[config.mk]
export PLATFORM = sky130hd
export DESIGN_NAME = ppm_p6_stream_decoder_core_flat
export DESIGN_NICKNAME = d
export VERILOG_FILES = /design/src/hw/rtl/ppm_pkg.sv /design/src/hw/rtl/ppm_stream_if.sv /design/src/hw/rtl/ppm_front.sv /design/src/hw/rtl/ppm_fifo.sv /design/src/hw/rtl/ppm_back.sv /design/src/hw/rtl/ppm_p6_stream_decoder_core.sv /design/src/flat_wrapper.sv
export SDC_FILE = /design/constraint.sdc
export NUM_CORES = 1
export LEC_CHECK = 0
export ABC_AREA = 1
export BUFFER_PORTS_ARGS = -buffer_cell sky130_fd_sc_hd__buf_2
export CORE_MARGIN = 2
export CORE_UTILIZATION = 35
export CTS_CLUSTER_SIZE = 12
export DETAILED_ROUTE_END_ITERATION = 10
export PLACE_DENSITY = 0.56
export SETUP_SLACK_MARGIN = 0.02
export SYNTH_ARGS = -nofsm -noshare
export SYNTH_HDL_FRONTEND = slang
export SYNTH_SLANG_ARGS = --single-unit
export TNS_END_PERCENT = 50
[constraint.sdc]
create_clock -name i_clk -period 13.24 [get_ports i_clk]
set_input_delay 3.31 -clock i_clk [delete_from_list [all_inputs] [get_ports i_clk]]
set_output_delay 3.31 -clock i_clk [all_outputs]
set_load 0.005 [all_outputs]
[src/hw/rtl/ppm_pkg.sv]
// Shared types, codes and constants of the PPM P6 stream decoder.
`timescale 1ns / 1ps

package ppm_pkg;

    // Largest accepted image dimension and the default depth of the job queue.
    localparam int PPM_MAX_DIM     = 4096;
    localparam int PPM_QUEUE_DEPTH = 4;

    // Character codes that the header parser recognizes.
    localparam logic [7:0] CH_P     = 8'h50;
    localparam logic [7:0] CH_SIX   = 8'h36;
    localparam logic [7:0] CH_HASH  = 8'h23;
    localparam logic [7:0] CH_LF    = 8'h0A;
    localparam logic [7:0] CH_CR    = 8'h0D;
    localparam logic [7:0] CH_SPACE = 8'h20;
    localparam logic [7:0] CH_TAB   = 8'h09;
    localparam logic [7:0] CH_ZERO  = 8'h30;
    localparam logic [7:0] CH_NINE  = 8'h39;

    // Header number limits.
    localparam logic [12:0] NUM_SAT_LIMIT = 13'd8191;
    localparam logic [12:0] MAXVAL_OK     = 13'd255;

    // Result kinds.
    localparam logic KIND_PIXEL  = 1'b0;
    localparam logic KIND_STATUS = 1'b1;

    // End-of-stream status codes.
    typedef enum logic [1:0] {
        ST_OK         = 2'd0,
        ST_BAD_MAGIC  = 2'd1,
        ST_BAD_HEADER = 2'd2,
        ST_TRUNCATED  = 2'd3
    } t_status;

    // Parser phases, one-hot.
    typedef enum logic [7:0] {
        PH_MAGIC_P = 8'b0000_0001,
        PH_MAGIC_6 = 8'b0000_0010,
        PH_SKIP    = 8'b0000_0100,
        PH_NUM     = 8'b0000_1000,
        PH_COMMENT = 8'b0001_0000,
        PH_PIXELS  = 8'b0010_0000,
        PH_DONE    = 8'b0100_0000,
        PH_ERROR   = 8'b1000_0000
    } t_phase;

    // One queue entry: the results that one input byte causes.
    typedef struct packed {
        logic        has_pixel;
        logic        has_status;
        logic [23:0] color;
        logic [11:0] col;
        logic [11:0] row;
        t_status     status;
        logic [12:0] width;
        logic [12:0] height;
    } t_job;

endpackage

[src/hw/rtl/ppm_stream_if.sv]
// Valid/ready channel interfaces for the byte input and the result output.
`timescale 1ns / 1ps

interface ppm_byte_if;
    logic       valid;
    logic       ready;
    logic [7:0] data_byte;
    logic       stream_end;

    modport source (output valid, output data_byte, output stream_end, input ready);
    modport sink   (input valid, input data_byte, input stream_end, output ready);
endinterface

interface ppm_result_if;
    logic        valid;
    logic        ready;
    logic        kind;
    logic [23:0] color;
    logic [11:0] col;
    logic [11:0] row;
    logic [1:0]  status;
    logic [12:0] width;
    logic [12:0] height;
    logic        run_end;

    modport source (output valid, output kind, output color, output col, output row,
                    output status, output width, output height, output run_end,
                    input ready);
    modport sink   (input valid, input kind, input color, input col, input row,
                    input status, input width, input height, input run_end,
                    output ready);
endinterface

[src/hw/rtl/ppm_front.sv]
// Front part: accepts bytes, parses the header, packs pixels and queues result jobs.
`timescale 1ns / 1ps

module ppm_front
    import ppm_pkg::*;
#(
    parameter int MAX_DIM = PPM_MAX_DIM
) (
    input  logic          i_clk,
    input  logic          i_rst_n,
    ppm_byte_if.sink      i_in,
    input  logic          i_full,
    output logic          o_push,
    output t_job          o_job
);

    t_phase      r_phase,  n_phase;
    logic [1:0]  r_field,  n_field;
    logic [12:0] r_acc,    n_acc;
    logic [12:0] r_width,  n_width;
    logic [12:0] r_height, n_height;
    logic [1:0]  r_bip,    n_bip;
    logic [15:0] r_pc,     n_pc;
    logic [11:0] r_col,    n_col;
    logic [11:0] r_row,    n_row;
    t_status     r_err,    n_err;

    logic        accept;
    logic [7:0]  b;
    logic        is_space;
    logic        is_digit;
    logic [7:0]  digit_full;
    logic [16:0] num_next;
    logic [12:0] col_next;
    logic [12:0] row_next;
    logic        dims_ok;
    logic        hdr_ok;

    // A byte transfer completes whenever the queue has room.
    assign i_in.ready = !i_full;
    assign accept     = i_in.valid && !i_full;
    assign b          = i_in.data_byte;

    // Byte classes and the decimal accumulate step.
    assign is_space   = (b == CH_SPACE) || (b == CH_TAB) || (b == CH_LF) || (b == CH_CR);
    assign is_digit   = (b >= CH_ZERO) && (b <= CH_NINE);
    assign digit_full = b - CH_ZERO;
    assign num_next   = ({4'b0, r_acc} << 3) + ({4'b0, r_acc} << 1)
                        + {13'b0, digit_full[3:0]};
    assign col_next   = {1'b0, r_col} + 13'd1;
    assign row_next   = {1'b0, r_row} + 13'd1;
    assign dims_ok    = (r_width  >= 13'd1) && (r_width  <= 13'(MAX_DIM)) &&
                        (r_height >= 13'd1) && (r_height <= 13'(MAX_DIM));
    assign hdr_ok     = dims_ok && (r_acc == MAXVAL_OK) && (b != CH_HASH);

    // Parser next state and the job for this byte.
    always_comb begin
        logic accepted;
        n_phase  = r_phase;
        n_field  = r_field;
        n_acc    = r_acc;
        n_width  = r_width;
        n_height = r_height;
        n_bip    = r_bip;
        n_pc     = r_pc;
        n_col    = r_col;
        n_row    = r_row;
        n_err    = r_err;
        o_job    = '0;
        o_push   = 1'b0;
        accepted = 1'b0;

        if (accept) begin
            unique case (r_phase)
                PH_MAGIC_P: begin
                    if (b == CH_P) begin
                        n_phase = PH_MAGIC_6;
                    end else begin
                        n_err   = ST_BAD_MAGIC;
                        n_phase = PH_ERROR;
                    end
                end
                PH_MAGIC_6: begin
                    if (b == CH_SIX) begin
                        n_phase = PH_SKIP;
                    end else begin
                        n_err   = ST_BAD_MAGIC;
                        n_phase = PH_ERROR;
                    end
                end
                PH_SKIP: begin
                    if (is_space) begin
                        n_phase = PH_SKIP;
                    end else if (b == CH_HASH) begin
                        n_phase = PH_COMMENT;
                    end else if (is_digit) begin
                        n_acc   = {9'b0, digit_full[3:0]};
                        n_phase = PH_NUM;
                    end else begin
                        n_err   = ST_BAD_HEADER;
                        n_phase = PH_ERROR;
                    end
                end
                PH_COMMENT: begin
                    if ((b == CH_LF) || (b == CH_CR)) begin
                        n_phase = PH_SKIP;
                    end
                end
                PH_NUM: begin
                    if (is_digit) begin
                        n_acc = (num_next > {4'b0, NUM_SAT_LIMIT}) ? NUM_SAT_LIMIT
                                                                   : num_next[12:0];
                    end else if (is_space || (b == CH_HASH)) begin
                        // The terminator closes width, height or maxval.
                        if (r_field == 2'd0) begin
                            n_width = r_acc;
                            n_field = 2'd1;
                            n_phase = (b == CH_HASH) ? PH_COMMENT : PH_SKIP;
                        end else if (r_field == 2'd1) begin
                            n_height = r_acc;
                            n_field  = 2'd2;
                            n_phase  = (b == CH_HASH) ? PH_COMMENT : PH_SKIP;
                        end else if (hdr_ok) begin
                            n_phase = PH_PIXELS;
                            n_bip   = 2'd0;
                            n_pc    = '0;
                            n_col   = '0;
                            n_row   = '0;
                        end else begin
                            n_err   = ST_BAD_HEADER;
                            n_phase = PH_ERROR;
                        end
                    end else begin
                        n_err   = ST_BAD_HEADER;
                        n_phase = PH_ERROR;
                    end
                end
                PH_PIXELS: begin
                    if (r_bip != 2'd2) begin
                        n_pc  = {r_pc[7:0], b};
                        n_bip = r_bip + 2'd1;
                    end else begin
                        // Third byte completes a pixel; advance column and row.
                        o_job.has_pixel = 1'b1;
                        o_job.color     = {r_pc, b};
                        o_job.col       = r_col;
                        o_job.row       = r_row;
                        n_bip           = 2'd0;
                        n_pc            = '0;
                        if (col_next >= r_width) begin
                            n_col = '0;
                            if (row_next >= r_height) begin
                                n_phase = PH_DONE;
                            end else begin
                                n_row = row_next[11:0];
                            end
                        end else begin
                            n_col = col_next[11:0];
                        end
                    end
                end
                PH_DONE, PH_ERROR: begin
                    n_phase = r_phase;
                end
                default: begin
                    n_phase = r_phase;
                end
            endcase

            // Dimensions are reported once the header has been accepted.
            accepted     = (n_phase == PH_PIXELS) || (n_phase == PH_DONE);
            o_job.width  = accepted ? n_width  : '0;
            o_job.height = accepted ? n_height : '0;

            // The final byte adds a status result and rearms the parser.
            if (i_in.stream_end) begin
                o_job.has_status = 1'b1;
                if (n_phase == PH_ERROR) begin
                    o_job.status = n_err;
                end else if (n_phase == PH_DONE) begin
                    o_job.status = ST_OK;
                end else begin
                    o_job.status = ST_TRUNCATED;
                end
                n_phase  = PH_MAGIC_P;
                n_field  = '0;
                n_acc    = '0;
                n_width  = '0;
                n_height = '0;
                n_bip    = '0;
                n_pc     = '0;
                n_col    = '0;
                n_row    = '0;
                n_err    = ST_OK;
            end

            o_push = o_job.has_pixel || o_job.has_status;
        end
    end

    // Parser state registers.
    always_ff @(posedge i_clk) begin
        if (!i_rst_n) begin
            r_phase  <= PH_MAGIC_P;
            r_field  <= '0;
            r_acc    <= '0;
            r_width  <= '0;
            r_height <= '0;
            r_bip    <= '0;
            r_pc     <= '0;
            r_col    <= '0;
            r_row    <= '0;
            r_err    <= ST_OK;
        end else begin
            r_phase  <= n_phase;
            r_field  <= n_field;
            r_acc    <= n_acc;
            r_width  <= n_width;
            r_height <= n_height;
            r_bip    <= n_bip;
            r_pc     <= n_pc;
            r_col    <= n_col;
            r_row    <= n_row;
            r_err    <= n_err;
        end
    end

endmodule

[src/hw/rtl/ppm_fifo.sv]
// Short job queue between the parser and the result emitter.
`timescale 1ns / 1ps

module ppm_fifo
    import ppm_pkg::*;
#(
    parameter int DEPTH = PPM_QUEUE_DEPTH
) (
    input  logic i_clk,
    input  logic i_rst_n,
    input  logic i_push,
    input  t_job i_job,
    input  logic i_pop,
    output t_job o_job,
    output logic o_full,
    output logic o_empty
);

    localparam int PW = (DEPTH > 1) ? $clog2(DEPTH) : 1;
    localparam int CW = $clog2(DEPTH + 1);

    t_job          r_mem [DEPTH];
    logic [PW-1:0] r_wr,  n_wr;
    logic [PW-1:0] r_rd,  n_rd;
    logic [CW-1:0] r_cnt, n_cnt;

    assign o_full  = (r_cnt == CW'(DEPTH));
    assign o_empty = (r_cnt == '0);
    assign o_job   = r_mem[r_rd];

    // Pointer and fill count updates.
    always_comb begin
        n_wr  = r_wr;
        n_rd  = r_rd;
        n_cnt = r_cnt;
        if (i_push) begin
            n_wr = (r_wr == PW'(DEPTH - 1)) ? '0 : r_wr + 1'b1;
        end
        if (i_pop) begin
            n_rd = (r_rd == PW'(DEPTH - 1)) ? '0 : r_rd + 1'b1;
        end
        if (i_push && !i_pop) begin
            n_cnt = r_cnt + 1'b1;
        end else if (!i_push && i_pop) begin
            n_cnt = r_cnt - 1'b1;
        end
    end

    always_ff @(posedge i_clk) begin
        if (!i_rst_n) begin
            r_wr  <= '0;
            r_rd  <= '0;
            r_cnt <= '0;
        end else begin
            r_wr  <= n_wr;
            r_rd  <= n_rd;
            r_cnt <= n_cnt;
        end
    end

    // Entry storage.
    always_ff @(posedge i_clk) begin
        if (i_push) begin
            r_mem[r_wr] <= i_job;
        end
    end

`ifndef SYNTHESIS
    a_no_overflow: assert property (@(posedge i_clk) disable iff (!i_rst_n)
        i_push |-> (!o_full || i_pop))
        else $error("job pushed into a full queue");

    a_no_underflow: assert property (@(posedge i_clk) disable iff (!i_rst_n)
        i_pop |-> !o_empty)
        else $error("job popped from an empty queue");

    a_count_tracks: assert property (@(posedge i_clk) disable iff (!i_rst_n)
        (i_push && !i_pop) |=> (r_cnt == $past(r_cnt) + 1'b1))
        else $error("queue count did not follow a lone push");
`endif

endmodule

[src/hw/rtl/ppm_back.sv]
// Back part: turns queued jobs into result transfers through an output register.
`timescale 1ns / 1ps

module ppm_back
    import ppm_pkg::*;
(
    input  logic           i_clk,
    input  logic           i_rst_n,
    input  t_job           i_job,
    input  logic           i_empty,
    output logic           o_pop,
    ppm_result_if.source   o_out
);

    logic        r_valid,  n_valid;
    logic        r_second, n_second;
    logic        r_kind,   n_kind;
    logic [23:0] r_color,  n_color;
    logic [11:0] r_col,    n_col;
    logic [11:0] r_row,    n_row;
    t_status     r_status, n_status;
    logic [12:0] r_width,  n_width;
    logic [12:0] r_height, n_height;
    logic        r_run_end, n_run_end;
    logic        load;

    // The output register takes a new result when empty or being drained.
    assign load = !r_valid || o_out.ready;

    // Pick the next result of the head job: pixel first, then status.
    always_comb begin
        n_valid   = r_valid && !o_out.ready;
        n_second  = r_second;
        n_kind    = r_kind;
        n_color   = r_color;
        n_col     = r_col;
        n_row     = r_row;
        n_status  = r_status;
        n_width   = r_width;
        n_height  = r_height;
        n_run_end = r_run_end;
        o_pop     = 1'b0;

        if (load && !i_empty) begin
            n_valid  = 1'b1;
            n_width  = i_job.width;
            n_height = i_job.height;
            if (i_job.has_pixel && !r_second) begin
                n_kind    = KIND_PIXEL;
                n_color   = i_job.color;
                n_col     = i_job.col;
                n_row     = i_job.row;
                n_status  = ST_OK;
                n_run_end = !i_job.has_status;
                n_second  = i_job.has_status;
                o_pop     = !i_job.has_status;
            end else begin
                n_kind    = KIND_STATUS;
                n_color   = '0;
                n_col     = '0;
                n_row     = '0;
                n_status  = i_job.status;
                n_run_end = 1'b1;
                n_second  = 1'b0;
                o_pop     = 1'b1;
            end
        end
    end

    // Control registers.
    always_ff @(posedge i_clk) begin
        if (!i_rst_n) begin
            r_valid  <= 1'b0;
            r_second <= 1'b0;
        end else begin
            r_valid  <= n_valid;
            r_second <= n_second;
        end
    end

    // Result payload registers.
    always_ff @(posedge i_clk) begin
        r_kind    <= n_kind;
        r_color   <= n_color;
        r_col     <= n_col;
        r_row     <= n_row;
        r_status  <= n_status;
        r_width   <= n_width;
        r_height  <= n_height;
        r_run_end <= n_run_end;
    end

    assign o_out.valid   = r_valid;
    assign o_out.kind    = r_kind;
    assign o_out.color   = r_color;
    assign o_out.col     = r_col;
    assign o_out.row     = r_row;
    assign o_out.status  = r_status;
    assign o_out.width   = r_width;
    assign o_out.height  = r_height;
    assign o_out.run_end = r_run_end;

`ifndef SYNTHESIS
    a_status_ends_run: assert property (@(posedge i_clk) disable iff (!i_rst_n)
        (r_valid && (r_kind == KIND_STATUS)) |-> r_run_end)
        else $error("status result without run end");

    a_second_after_pixel: assert property (@(posedge i_clk) disable iff (!i_rst_n)
        r_second |-> (r_valid && (r_kind == KIND_PIXEL) && !r_run_end))
        else $error("pending status not preceded by an open pixel result");
`endif

endmodule

[src/hw/rtl/ppm_p6_stream_decoder_core.sv]
// Top level of the PPM P6 stream decoder: parser, job queue and result emitter.
//
//   Channel | Dir | Payload                                              | Transfer
//   i_in    | in  | data_byte[7:0], stream_end                           | valid & ready
//   o_out   | out | kind, color[23:0], col[11:0], row[11:0], status[1:0],| valid & ready
//           |     | width[12:0], height[12:0], run_end                   |
//
// One byte can be taken every cycle while the job queue has room; the parser
// finishes each byte in that cycle. Results leave at one per cycle from the output
// register while o_out.ready is high; a final byte that also completes a pixel
// yields two results, pixel then status. The job queue (QUEUE_DEPTH entries) lets
// input and output stall independently. Reset is synchronous and active low;
// no clearing pass is needed afterwards. Results are queued, then registered.
`timescale 1ns / 1ps

module ppm_p6_stream_decoder_core
    import ppm_pkg::*;
#(
    parameter int MAX_DIM     = PPM_MAX_DIM,
    parameter int QUEUE_DEPTH = PPM_QUEUE_DEPTH
) (
    input  logic          i_clk,
    input  logic          i_rst_n,
    ppm_byte_if.sink      i_in,
    ppm_result_if.source  o_out
);

    t_job push_job;
    t_job head_job;
    logic push;
    logic pop;
    logic full;
    logic empty;

    ppm_front #(
        .MAX_DIM (MAX_DIM)
    ) u_front (
        .i_clk   (i_clk),
        .i_rst_n (i_rst_n),
        .i_in    (i_in),
        .i_full  (full),
        .o_push  (push),
        .o_job   (push_job)
    );

    ppm_fifo #(
        .DEPTH (QUEUE_DEPTH)
    ) u_fifo (
        .i_clk   (i_clk),
        .i_rst_n (i_rst_n),
        .i_push  (push),
        .i_job   (push_job),
        .i_pop   (pop),
        .o_job   (head_job),
        .o_full  (full),
        .o_empty (empty)
    );

    ppm_back u_back (
        .i_clk   (i_clk),
        .i_rst_n (i_rst_n),
        .i_job   (head_job),
        .i_empty (empty),
        .o_pop   (pop),
        .o_out   (o_out)
    );

endmodule
[src/flat_wrapper.sv]
// flat-port wrapper written by rule: the top's interface ports become plain ports
module ppm_p6_stream_decoder_core_flat import ppm_pkg::*;
#(
    parameter int MAX_DIM     = PPM_MAX_DIM,
    parameter int QUEUE_DEPTH = PPM_QUEUE_DEPTH
)
  (i_clk, i_rst_n, i_in_valid, i_in_data_byte, i_in_stream_end, i_in_ready, o_out_valid, o_out_kind, o_out_color, o_out_col, o_out_row, o_out_status, o_out_width, o_out_height, o_out_run_end, o_out_ready);
  ppm_byte_if i_in_i ();
  ppm_result_if o_out_i ();
  input  logic i_clk;
  input  logic i_rst_n;
  input wire logic [$bits(i_in_i.valid)-1:0] i_in_valid;
  input wire logic [$bits(i_in_i.data_byte)-1:0] i_in_data_byte;
  input wire logic [$bits(i_in_i.stream_end)-1:0] i_in_stream_end;
  output wire logic [$bits(i_in_i.ready)-1:0] i_in_ready;
  output wire logic [$bits(o_out_i.valid)-1:0] o_out_valid;
  output wire logic [$bits(o_out_i.kind)-1:0] o_out_kind;
  output wire logic [$bits(o_out_i.color)-1:0] o_out_color;
  output wire logic [$bits(o_out_i.col)-1:0] o_out_col;
  output wire logic [$bits(o_out_i.row)-1:0] o_out_row;
  output wire logic [$bits(o_out_i.status)-1:0] o_out_status;
  output wire logic [$bits(o_out_i.width)-1:0] o_out_width;
  output wire logic [$bits(o_out_i.height)-1:0] o_out_height;
  output wire logic [$bits(o_out_i.run_end)-1:0] o_out_run_end;
  input wire logic [$bits(o_out_i.ready)-1:0] o_out_ready;
  assign i_in_i.valid = i_in_valid;
  assign i_in_i.data_byte = i_in_data_byte;
  assign i_in_i.stream_end = i_in_stream_end;
  assign i_in_ready = i_in_i.ready;
  assign o_out_valid = o_out_i.valid;
  assign o_out_kind = o_out_i.kind;
  assign o_out_color = o_out_i.color;
  assign o_out_col = o_out_i.col;
  assign o_out_row = o_out_i.row;
  assign o_out_status = o_out_i.status;
  assign o_out_width = o_out_i.width;
  assign o_out_height = o_out_i.height;
  assign o_out_run_end = o_out_i.run_end;
  assign o_out_i.ready = o_out_ready;
  ppm_p6_stream_decoder_core #(.MAX_DIM(MAX_DIM), .QUEUE_DEPTH(QUEUE_DEPTH)) u_core (.i_clk(i_clk), .i_rst_n(i_rst_n), .i_in(i_in_i), .o_out(o_out_i));
endmodule
==> impl_metrics.toml <==
[status]
status = "finished clean"

[global_route]
grt_pass1_wl_um = 86000
grt_usage = 0.167
grt_overflow = 0
grt_max_degree = 95
grt_pass1_vias = 15200
grt_antenna_before_repair = 1

[placement]
globalplace.congestion = 0.886
dp_worst_setup_slack_ns = 6.67
port_buffers = 92
dp_hpwl_um = 35000

[drt]
drt-met1-wl_um = 24800
routed_wl_um = 55300
drc = 0
post_drt_wl_per_cell_um = 17.5
route.top_layer_used = "met4"
via_per_inst = 4.91
first_pass_iters = 6
vias = 15500
drtIter0Drc = 1017
met3_wirelength_um = 2680
ant_nets = 0
dr_wl_met2_um = 26300

[timing]
finalCritPeriodShare = 0.451
relSlewSlack = 0.271
final-setup-viol-count = 0
final.setup.tns_ns = 0
slew_viol_final = 0
min_period_ns = 5.97
worst_slack_ns = 7.27
hold_violations = 0
tightest_slew_ns = 1.09
max_freq_mhz = 168
hold_ws_ns = 0.467
rsz0062_at_grt = "false"
fin_skew_ns = 0.0248

[finish]
areaGrowthSynthToFinish_pct = 13.0
seq_area_mm2 = 0.0138
fillers = 6103
nets = 2348
multi_input_area_mm2 = 0.00733
drive_above_1_share = 0.120

[worst_setup_path]
cp_common_cell = "buf_4"
worst_setup_path_end_kind = "flop"
max_stage_delay_ns = 0.72
critPathLaunch = "i_in_valid"
crit_fanout = 45
path_cells = "buf_2 > nand2_1 > buf_4 > nor3_1 > nor2_1 > nor2_4 > buf_4 > buf_4"
crit_required_ns = 13.47
arrival_ns = 6.20
cp_top_family = "buffers and inverters"
critPathLaunchType = "input pin"
crit_type = "input pin to flop"
critPathBufInv = 4
rr_startpoint = "u_core.u_front.r_col[0]"
crit_path_top_delay_cell = "buf_4"

[pwr]
p_leak_nw = 9.69
seq_power_share = 0.451
p_int_mw = 3.08
p_per_area_mw_per_mm2 = 182
switchingPower_mw = 1.48
ir_worst_vdd_mv = 0.108
clkPwrFrac = 0.303
switching_share = 0.324
p_comb_frac = 0.245

[yosys]
synth_area_mm2 = 0.0222
syn_nets = 2284
avgSynthCellArea_um2 = 10.1
ys_ff_latch = 494
ys_top_cells_by_area = "edfxtp_1 (53%), dfxtp_1 (9.4%), nor2_1 (7.5%), nand2_1 (4.9%), o21ai_0 (4.6%)"
synthFlopType = "edfxtp_1"
synth_edf_count = 390
yosysTopAreaCell = "edfxtp_1"
yosysWarnings = 0
yosys.area.top_type_share = 0.527
synth_cell_type_count = 47
ys_seq_area_frac = 0.620
synthArstFlopShare = 0
syn-instance-count = 2209

[clock_tree]
postCtsResizedCells = 0
cts_inserted_buffers = 51
path_clk_slew_ns = 0.06
clkLatencyLatePin_ns = 0.61
clock_sinks = 494
postCtsHoldBufs = 0
cts_setup_buffers = 0
cts-root-buf = "clkbuf_16"
cts_tree = "done"
clockBufferDepth = 3
htree_levels = 2

[floorplanning]
start_util = 0.353
io_pins = 93
fp.dieH_um = 256
die_w_um = 256
coreArea_mm2 = 0.0630
rows = 92
die-area_mm2 = 0.0656

[min_path]
hp-class = "flop to flop"
hold_start = "u_core.u_front.r_pc[12]"

[run]
maxCapViolations = 0
-- worst paths after layout --
check / endpoint / slack [ns] / cells after the start
max reg2reg: u_core.u_fifo.r_mem[1][5] / 8.67 / 23
max: u_core.u_fifo.r_mem[3][65] / 7.27 / 8
min reg2reg: u_core.u_front.r_pc[12] / 0.47 / 2
min: u_core.u_front.r_pc[12] / 0.47 / 2
-- power groups by stage --
stage	sequential (mW)	clock, mW	combinational, mW
final	2.06	1.38	1.12
after global routing	2.08	1.48	1.26
after CTS	2.06	1.42	1.15
after detailed placement	2.09	0	1.14
after global placement	2.09	0	1.12
after floorplan	2.07	0	0.716
-- worst register-to-register path: stages (launching register included) --
cell and delay [ns]:
dfxtp_1 0.44, inv_1 0.13, nor3_1 0.34, nand3_1 0.18, nor2_1 0.20, nand3_1 0.15
nor2_1 0.14, xor2_1 0.21, inv_1 0.11, ha_1 0.31, nand2_1 0.07, nor2_1 0.14
inv_1 0.05, nor2_1 0.09, nand2_1 0.06, nand3_1 0.17, nand3_1 0.10, nand2_1 0.08
nand3_1 0.06, nand2_1 0.12, nand3_2 0.09, nand2_2 0.09, nand3_4 0.52, nor2_1 0.50
-- synthesized netlist by cell type, types with 9 or more instances --
cell	count
nor2_1	443
edfxtp_1	390
nand2_1	291
o21ai_0	204
inv_1	178
a21oi_1	160
dfxtp_1	104
clkbuf_1	77
nand3_1	62
ha_1	59
nor2_4	31
o22ai_1	29
xor2_1	22
a211oi_1	17
inv_2	16
nand4_1	16
nor3_1	14
nand2_2	10
buf_2	9
-- cell usage in the layout, fill, tap and decap left out, drive strengths merged, types with 2 or more instances in the layout --
master and count:
inv 195, nand2 302, nor2 481, clkbuf 83
nand3b 3, xnor2 2, nor3 17, fa 3
dfxtp 104, nand3 68, a211oi 17, xor2 22
a22oi 3, bufinv 2, o22ai 29, a31oi 6
clkinv 11, a21oi 160, edfxtp 390, ha 59
or2 6, a32oi 2, o21ai 215, buf 109
o21bai 2, nand4 18
-- routing by layer --
metal / GRT usage / vias up
met5: 0 / -
met3: 0.0292 / 88
li1: - / 7630
met2: 0.282 / 362
met1: 0.219 / 7459
met4: 0.0515 / 0
-- state kept, by name, indices dropped and copies added, names as in the netlist, 3 cells and up, named ones only --
signal                      count
u_core.u_fifo.r_cnt             3
u_core.u_back.o_out.col        12
u_core.u_front.r_row           12
u_core.u_front.r_width         13
u_core.u_front.r_phase          8
u_core.u_back.o_out.color      24
u_core.u_back.o_out.width      13
u_core.u_front.r_pc            16
u_core.u_front.r_height        13
u_core.u_back.o_out.height     13
u_core.u_front.r_acc           13
u_core.u_front.r_col           12
u_core.u_back.o_out.row        12
u_core.u_fifo.r_mem           312
-- cell type report --
class                           instances  area share
Sequential cell                       494       0.549
Antenna cell                            1   0.0000996
Clock inverter                         13     0.00618
Inverter                              196      0.0293
Multi-Input combinational cell       1421       0.292
Tap cell                              846      0.0421
Timing Repair Buffer                  109      0.0234
Clock buffer                           83      0.0577
-- stage by stage --
stage / power, mW / std cells / cell area (µm²) / util
after floorplan: 2.79 / 2209 / 22200 / -
after global placement: 3.21 / 3066 / 23500 / 0.373
after detailed placement: 3.24 / 3066 / 23500 / 0.373
after CTS: 4.63 / 3162 / 25100 / 0.399
after global routing: 4.83 / 3162 / 25100 / 0.399
final: 4.56 / 3163 / 25100 / 0.399
-- cells by family after synthesis --
| kind of cell | after synthesis | synth area share |
|---|---|---|
| flops | 494 | 0.620 |
| simple gates | 895 | 0.176 |
| compound gates | 440 | 0.106 |
| xor+xnor | 24 | 0.00945 |
| buf+inv | 294 | 0.0521 |
| fa+ha+maj | 62 | 0.0359 |
No activity file was read; power rests on OpenSTA's default activity.
